==> src/rtl/core/btpc_pkg.sv <==
// ----------------------------------------------------------------------------
// btpc_pkg
// Shared types, constants and register codes for the compensation core.
// ----------------------------------------------------------------------------
package btpc_pkg;

  localparam int RAW_W  = 20;
  localparam int CFG_IDX_W = 3;
  localparam int CFG_DATA_W = 32;
  localparam int DIV_W  = 64;

  localparam logic [CFG_IDX_W-1:0] REG_T1    = 3'd0;
  localparam logic [CFG_IDX_W-1:0] REG_T2    = 3'd1;
  localparam logic [CFG_IDX_W-1:0] REG_T3    = 3'd2;
  localparam logic [CFG_IDX_W-1:0] REG_P1    = 3'd3;
  localparam logic [CFG_IDX_W-1:0] REG_P2_P3 = 3'd4;
  localparam logic [CFG_IDX_W-1:0] REG_P4_P5 = 3'd5;
  localparam logic [CFG_IDX_W-1:0] REG_P6_P7 = 3'd6;
  localparam logic [CFG_IDX_W-1:0] REG_P8_P9 = 3'd7;

  typedef struct packed {
    logic [15:0] t1;
    logic signed [15:0] t2;
    logic signed [15:0] t3;
    logic [15:0] p1;
    logic signed [15:0] p2;
    logic signed [15:0] p3;
    logic signed [15:0] p4;
    logic signed [15:0] p5;
    logic signed [15:0] p6;
    logic signed [15:0] p7;
    logic signed [15:0] p8;
    logic signed [15:0] p9;
  } cal_t;

  // item riding along the divider
  typedef struct packed {
    logic signed [31:0] centi;
    logic signed [31:0] fine;
    logic               dz;
  } side_t;

endpackage

==> src/rtl/core/btpc_if.sv <==


interface btpc_cfg_if;
  logic        valid;
  logic        ready;
  logic [2:0]  index;
  logic [31:0] data;
  modport source (output valid, output index, output data, input ready);
  modport sink (input valid, input index, input data, output ready);
endinterface

==> src/rtl/core/btpc_regs.sv <==
// ----------------------------------------------------------------------------
// btpc_regs
// Calibration coefficient registers written through the configuration port.
// ----------------------------------------------------------------------------
module btpc_regs import btpc_pkg::*; (
  input  logic       clk,
  input  logic       rst_n,
  btpc_cfg_if.sink   cfg,
  output cal_t       cal
);

  cal_t cal_r;

  assign cfg.ready = 1'b1;
  assign cal = cal_r;

  always_ff @(posedge clk) begin
    if (!rst_n) begin
      cal_r <= '0;
    end else if (cfg.valid) begin
      unique case (cfg.index)
        REG_T1:    cal_r.t1 <= cfg.data[15:0];
        REG_T2:    cal_r.t2 <= cfg.data[15:0];
        REG_T3:    cal_r.t3 <= cfg.data[15:0];
        REG_P1:    cal_r.p1 <= cfg.data[15:0];
        REG_P2_P3: begin
          cal_r.p2 <= cfg.data[15:0];
          cal_r.p3 <= cfg.data[31:16];
        end
        REG_P4_P5: begin
          cal_r.p4 <= cfg.data[15:0];
          cal_r.p5 <= cfg.data[31:16];
        end
        REG_P6_P7: begin
          cal_r.p6 <= cfg.data[15:0];
          cal_r.p7 <= cfg.data[31:16];
        end
        REG_P8_P9: begin
          cal_r.p8 <= cfg.data[15:0];
          cal_r.p9 <= cfg.data[31:16];
        end
        default: cal_r <= cal_r;
      endcase
    end
  end

endmodule

==> src/flat_wrapper.sv <==
// flat-port wrapper written by rule: the top's interface ports become plain ports
module btpc_regs_flat import btpc_pkg::*;
  (clk, rst_n, cal, cfg_valid, cfg_index, cfg_data, cfg_ready);
  btpc_cfg_if cfg_i ();
  input  logic clk;
  input  logic rst_n;
  output cal_t cal;
  input wire logic [$bits(cfg_i.valid)-1:0] cfg_valid;
  input wire logic [$bits(cfg_i.index)-1:0] cfg_index;
  input wire logic [$bits(cfg_i.data)-1:0] cfg_data;
  output wire logic [$bits(cfg_i.ready)-1:0] cfg_ready;
  assign cfg_i.valid = cfg_valid;
  assign cfg_i.index = cfg_index;
  assign cfg_i.data = cfg_data;
  assign cfg_ready = cfg_i.ready;
  btpc_regs u_core (.clk(clk), .rst_n(rst_n), .cfg(cfg_i), .cal(cal));
endmodule
==> config.mk <==
export PLATFORM = sky130hd
export DESIGN_NAME = btpc_regs_flat
export DESIGN_NICKNAME = d
export VERILOG_FILES = /design/src/rtl/core/btpc_pkg.sv /design/src/rtl/core/btpc_if.sv /design/src/rtl/core/btpc_regs.sv /design/src/flat_wrapper.sv
export SDC_FILE = /design/constraint.sdc
export NUM_CORES = 1
export LEC_CHECK = 0
export CORE_MARGIN = 4
export CORE_UTILIZATION = 25
export DETAILED_ROUTE_END_ITERATION = 10
export DONT_BUFFER_PORTS = 1
export SLEW_MARGIN = 20
export SYNTH_ARGS = -nofsm -noshare
export SYNTH_HDL_FRONTEND = slang
export SYNTH_SLANG_ARGS = --single-unit
==> constraint.sdc <==
create_clock -name clk -period 1.4 [get_ports clk]
set_clock_uncertainty 0.05 [all_clocks]
set_input_delay 0.07 -clock clk [delete_from_list [all_inputs] [get_ports clk]]
set_output_delay 0.07 -clock clk [all_outputs]
set_load 0.1 [all_outputs]
==> reports/metrics.cfg, run 1 <==
[setup_path]
critPathKind = in2reg
critPathCaptureType = flop
cp_slowest_stage_delay_ns = 1.00
worstSetupStartpointType = primary input
rr_worst_depth = 3
critPathRequiredTime_ns = 1.70
crit_fanout = 169
crit_slowest_cell = dlygate4sd3_1
cp_cell_sequence = buf_16 -> dlygate4sd3_1 -> nand2_1 -> mux2i_1
cp_data_arrival_time_ns = 1.64

[timing]
hold_violations = 6
tightest_slew_ns = 0.890
finalCriticalPeriod_ns = 1.34
finalSetupViolCount = 0
max_freq_mhz = 748
period_share_pct = 95.4
rsz0062_at_grt = no
tns_ns = 0
setup_ws_ns = 0.0637
slew_viol_final = 0
maxSlewHeadroom_pct = 40.7
timing.hold.ws_ns = -0.0193

[final_layout]
largest_reg_flops = 192
multi_input_area_sq_mm = 0.00287
drive_gt1_share_pct = 22.9
layoutNonFillerInstCount = 1401
fill_cells = 2635
syn2layout_area_growth_pct = 61.9
fin_nets = 1054
antennaDiodeCount = 0
regArea_sq_mm = 0.00384

[floorplanning]
ios = 231
die_w_um = 174
rows = 60
design.core.area_sq_mm = 0.0271
die_y_um = 174
initial_core_util_pct = 25.6
fp.dieArea_sq_mm = 0.0304

[yosys]
synthCells = 667
yosysWarnings = 0
yosysMostFrequentCell = nand2_1
synth.ff_latch_count = 192
seq_area_frac_synth_pct = 55.5
yosysTopAreaCell = dfxtp_1
synth.top_cell.area_share_pct = 55.5
async_flop_share_pct = 0
synth_cell_type_count = 13
synthTopCellsByCount = 224 x nand2_1, 192 x dfxtp_1, 192 x mux2i_1, 22 x clkbuf_1, 19 x buf_2
synth.area.top_cells = dfxtp_1 55%, mux2i_1 28%, nand2_1 12%
syn_nets = 705
synth-edff-count = 0
syn_avg_cell_area_sq_um = 10.4
synth_ff_type = dfxtp_1
netlist_area_sq_mm = 0.00693

[routing]
first_pass_iters = 4
drc = 0
wl_um = 23000
wl_per_cell_um = 16.4
drtIter0Drc = 313
final_antenna_net_count = 0
vias = 6113
vias_per_cell = 4.36

[placed_design]
pre_cts_slack_ns = 0.224
dpl.cell_count = 1189
routabilityCongestion = 0.745
io_buffers = 0
hpwl_um = 13600

[global_route]
antenna_found_initial = 0
grt_pass1_vias = 6220
grt_max_degree = 170
grt_pass1_wl_um = 35700
grtUsageTotal_pct = 14.9
grt-ovfl-total = 0

[run]
maxCapViolations = 0

[power_and_ir_drop]
seqPwrFrac_pct = 44.2
p_leak_uw = 0.00515
peakVddDrop_mv = 0.728
p_int_uw = 9130
power.switching_uw = 3650
swShare_pct = 28.5
pwr-share-clk_pct = 42.9
p_comb_share_pct = 12.9
power.density_mw_per_mm2 = 1140

[clock_tree]
cts_tree = yes
cts.sinks = 192
root_buffer = clkbuf_16
clock_path_buffers = 2
cts_made_buffers = 17
htree_levels = 4
clk_pin_slew_ns = 0.07
clk_latency_ns = 0.42

[min_path]
hold_depth = 2
hold_path.class = in2reg

[run_status]
outcome = complete, but fails checks
violations = hold timing

## power by group through the flow
| stage | logic [uW] | clock network, uW | registers, uW |
|---|---|---|---|
| detailed placement | 1490 | 0 | 5770 |
| global route | 1720 | 5840 | 5660 |
| floorplan | 383 | 0 | 6630 |
| finish | 1650 | 5490 | 5640 |
| CTS | 1660 | 5640 | 5640 |
| global placement | 1490 | 0 | 5770 |
## worst max-delay path: cells and delay by family
kind                   cells  cell delay, ns
multiplexers               1            0.15
buffers and inverters      2            1.20
AND/OR/NAND/NOR            1            0.12
## cell usage in the layout, fill, tap and decap left out, drive strengths merged, types with 4 or more instances in the layout
cell type and count:
bufinv 4, clkbuf 19, dfxtp 192, clkinvlp 4
buf 201, nand2 224, dlygate4sd3 178, inv 4
mux2i 192
## cells by family after synthesis
logic type,count (synthesis),synth area share [%]
other,1,0.0541
and+or+nand+nor,232,13.3
buffers and inverters,50,3.43
DFF,192,55.5
muxes,192,27.7
## metrics by stage
step | util [%] | power (uW) | instance area, sq um | hold WS (ns)
floorplan | - | 7010 | 6930 | 0.224
global placement | 32.3 | 7250 | 8740 | 0.189
detailed placement | 32.3 | 7260 | 8740 | 0.196
CTS | 41.4 | 12900 | 11200 | 0.00165
global route | 41.4 | 13200 | 11200 | 0.0225
finish | 41.4 | 12800 | 11200 | -0.0193
## what timing repair did
| action | 4_1_cts | 5_1_grt |
|---|---|---|
| buffers inserted | 0 | 0 |
| gates resized for setup | 0 | 1 |
| hold buffers | 180 | 0 |
| hold endpoints to repair | 192 | 0 |
| endpoints found under the setup margin | 0 | 22 |
## area by class of cell
type                            count  area share (%)
Clock buffer                       19            4.04
Tap cell                          372            4.15
Multi-Input combinational cell    425            25.6
Timing Repair Buffer              380            30.2
Sequential cell                   192            34.3
Clock inverter                     13            1.80
## per-layer routing
| metal | routed length (um) | track usage, % | part of all wire, % | up-vias |
|---|---|---|---|---|
| met5 | 0 | 0 | 0 | - |
| met4 | 580 | 5.48 | 2.5 | 0 |
| met3 | 1280 | 3.87 | 5.6 | 33 |
| met2 | 11200 | 25.1 | 49 | 160 |
| met1 | 9980 | 18.4 | 43 | 3023 |
| li1 | - | - | - | 2897 |
## path summary, 6_finish.rpt
path / startpoint / to / slack [ns]
setup / recovery: rst_n / u_core.cal[45]$_SDFFE_PN0P_ / 0.06
hold / removal: cfg_data[4] / u_core.cal[116]$_SDFFE_PN0P_ / -0.02
setup reg to reg: u_core.cal[182]$_SDFFE_PN0P_ / u_core.cal[182]$_SDFFE_PN0P_ / 0.16
hold reg to reg: u_core.cal[70]$_SDFFE_PN0P_ / u_core.cal[70]$_SDFFE_PN0P_ / 0.41
No activity file was read; power rests on OpenSTA's default activity.
==> run 2: changes to the inputs <==
ABC_AREA = 1   (was unset)
CTS_CLUSTER_DIAMETER = 120   (was unset)
==> run 2 against run 1 <==
Effect of this change:
- the flow now finishes without violations
- combinational power up 88%
- hold slack better by 0.053 ns
- synthesized cell count up 63%
- utilization down 2.3 points
- non-clock buffer count up 1
- via count up 36%
==> reports/metrics.cfg, run 2 <==
[clock_tree]
clock_path_buffers = 2  ; unchanged
cts_made_buffers = 17  ; unchanged
clk_latency_ns = 0.43  ; about the same
cts_setup_buffers = 0  ; unchanged
root_buffer = clkbuf_16
htree_levels = 4  ; unchanged
hold_buffers = 169  ; -6.1%
clk_pin_slew_ns = 0.08  ; about the same
cts_resized = 0  ; unchanged
cts.sinks = 192  ; unchanged
cts_tree = yes

[final_layout]
most-common-layout-cells = 384 x nor2_1, 227 x nand2_1, 203 x buf_4
regArea_sq_mm = 0.00384  ; unchanged
final_common_cell = nor2_1
design_area_sq_mm = 0.0117  ; +4.7%
drive_gt1_share_pct = 18.4  ; -4.5 points
fin_nets = 1455  ; +38%
largest_reg_flops = 192  ; unchanged
fill_cells = 3085  ; +17%
antennaDiodeCount = 0  ; unchanged
syn2layout_area_growth_pct = 52.8
multi_input_area_sq_mm = 0.00327  ; +14%

[global_route]
antenna_found_initial = 0  ; unchanged
grt_max_degree = 133  ; -22%
grtUsageTotal_pct = 17.7  ; +2.8 points
grt_pass1_wl_um = 46300  ; +30%
grt-ovfl-total = 0  ; unchanged
grt_pass1_vias = 8164  ; +31%

[min_path]
hold_path.class = in2reg

[routing]
vias = 8288  ; +36%
drc = 0  ; unchanged
final_antenna_net_count = 0  ; unchanged
first_pass_iters = 5  ; +1
drtIter0Drc = 605  ; +93%
vias_per_cell = 4.55  ; +4.4%
wl_per_cell_um = 16.8  ; +2.5%
wl_um = 30700  ; +33%

[setup_path]
cp_slowest_stage_delay_ns = 0.56  ; -0.44 ns
critPathCaptureType = flop
worstSetupStartpointType = primary input
cp_cell_sequence = dlygate4sd3_1 -> inv_1 -> nand3_1 -> nand2_1 -> dlygate4sd3_1 -> nor2_1
cp_data_arrival_time_ns = 1.61  ; -0.03 ns
cp_top_family = buffers and inverters
crit_fanout = 4  ; -98%
crit_slowest_cell = dlygate4sd3_1
path_buf_inv = 3  ; +1
critPathRequiredTime_ns = 1.68  ; -0.02 ns
crit_top_cell = dlygate4sd3_1
critPathKind = in2reg

[power_and_ir_drop]
pwr-share-clk_pct = 36.1  ; -6.8 points
p_comb_share_pct = 22.4  ; +9.5 points
peakVddDrop_mv = 0.648  ; -11%
power.switching_uw = 4790  ; +31%
p_leak_uw = 0.00528  ; +2.6%
p_int_uw = 9100  ; -0.38%
swShare_pct = 34.5  ; +5.9 points
power.density_mw_per_mm2 = 1180  ; +3.7%
seqPwrFrac_pct = 41.5  ; -2.7 points

[floorplanning]
rows = 63  ; +5.0%
initial_core_util_pct = 25.6  ; +0.051 points
die_w_um = 183  ; +5.1%
design.core.area_sq_mm = 0.0300  ; +11%
fp.dieArea_sq_mm = 0.0336  ; +11%
ios = 231  ; unchanged
die_y_um = 183  ; +5.1%

[yosys]
synthCells = 1090  ; +63%
yosysWarnings = 0  ; unchanged
syn_avg_cell_area_sq_um = 7.06  ; -32%
syn_nets = 1128  ; +60%
async_flop_share_pct = 0  ; unchanged
synth.ff_latch_count = 192  ; unchanged
synth_cell_type_count = 17  ; +4
netlist_area_sq_mm = 0.00769  ; +11%
synth-edff-count = 0  ; unchanged
yosysMostFrequentCell = nor2_1
synth_ff_type = dfxtp_1
synth.area.top_cells = dfxtp_1 50%, nor2_1 19%, nand2_1 11%
seq_area_frac_synth_pct = 50.0  ; -5.5 points
synthTopCellsByCount = 387 x nor2_1, 227 x nand2_1, 192 x dfxtp_1, 160 x nand3_1, 36 x inv_1
synth.top_cell.area_share_pct = 50.0  ; -5.5 points
yosysTopAreaCell = dfxtp_1

[timing]
max_freq_mhz = 752  ; +0.45%
setup_ws_ns = 0.0697  ; +0.00598 ns
rsz0062_at_grt = no
tns_ns = 0  ; unchanged
period_share_pct = 95.0  ; -0.43 points
hold_violations = 0  ; -6
finalCriticalPeriod_ns = 1.33  ; -0.00598 ns
tightest_slew_ns = 0.622  ; -0.268 ns
finalSetupViolCount = 0  ; unchanged
slew_viol_final = 0  ; unchanged
maxSlewHeadroom_pct = 58.5  ; +18 points

[placed_design]
dpl_cell_area_sq_mm = 0.00945  ; +8.1%
routabilityCongestion = 0.768  ; +3.0%
io_buffers = 0  ; unchanged
hpwl_um = 17400  ; +28%
pre_cts_slack_ns = 0.358  ; +0.133 ns

[run]
maxCapViolations = 0  ; unchanged

[run_status]
outcome = completed

[run 2: path summary, 6_finish.rpt]
path	startpoint	end	slack, ns	cells after the start
worst max-delay path	cfg_data[25]	u_core.cal[41]$_SDFFE_PN0P_	0.07	6
worst min register to register	u_core.cal[6]$_SDFFE_PN0P_	u_core.cal[6]$_SDFFE_PN0P_	0.43	2
worst min-delay path	cfg_index[1]	u_core.cal[91]$_SDFFE_PN0P_	0.03	5
worst max register to register	u_core.cal[17]$_SDFFE_PN0P_	u_core.cal[17]$_SDFFE_PN0P_	0.23	3
[run 2: cell type report]
cell class                      count  share of cell area [%]
Tap cell                          390                    4.15
Inverter                           38                    1.24
Multi-Input combinational cell    787                    27.8
Timing Repair Buffer              381                    29.1
Clock buffer                       18                    3.74
Sequential cell                   192                    32.7
Clock inverter                     14                    1.22
[run 2: worst min-delay path: cells and delay by family]
kind	cells	cell delay [ns]
simple gates	4	0.23
buf+inv	1	0.16
[run 2: per-layer routing]
| layer | vias up | part of all wire (%) | wire length, um | global-route usage [%] |
|---|---|---|---|---|
| met2 | 271 | 49 | 15000 | 30.2 |
| li1 | 4003 | - | - | - |
| met1 | 3970 | 42 | 12800 | 21.9 |
| met5 | - | 0 | 0 | 0 |
| met4 | 0 | 2.6 | 790 | 6.50 |
| met3 | 44 | 6.7 | 2050 | 4.20 |
[run 2: power groups by stage]
stage | Clock [uW] | Sequential (uW) | Combinational [uW]
floorplan | 0 | 7240 | 756
global placement | 0 | 5880 | 2620
detailed placement | 0 | 5890 | 2640
CTS | 5170 | 5760 | 3090
global route | 5380 | 5780 | 3260
finish | 5020 | 5760 | 3100
[run 2: logic make-up after synthesis]
kind of cell | after synthesis | synth area share (%)
flip-flops | 192 | 50.0
other | 1 | 0.0488
AND/OR/NAND/NOR | 786 | 42.1
buffers and inverters | 111 | 7.86
[run 2: stage by stage]
stage | hold WS [ns] | cells | util, % | power [uW]
finish | 0.0340 | 1820 | 39.1 | 13900
global route | 0.0227 | 1820 | 39.1 | 14400
CTS | 0.00654 | 1820 | 39.1 | 14000
detailed placement | 0.162 | 1619 | 31.5 | 8530
global placement | 0.160 | 1619 | 31.5 | 8510
floorplan | 0.257 | 1090 | - | 8000
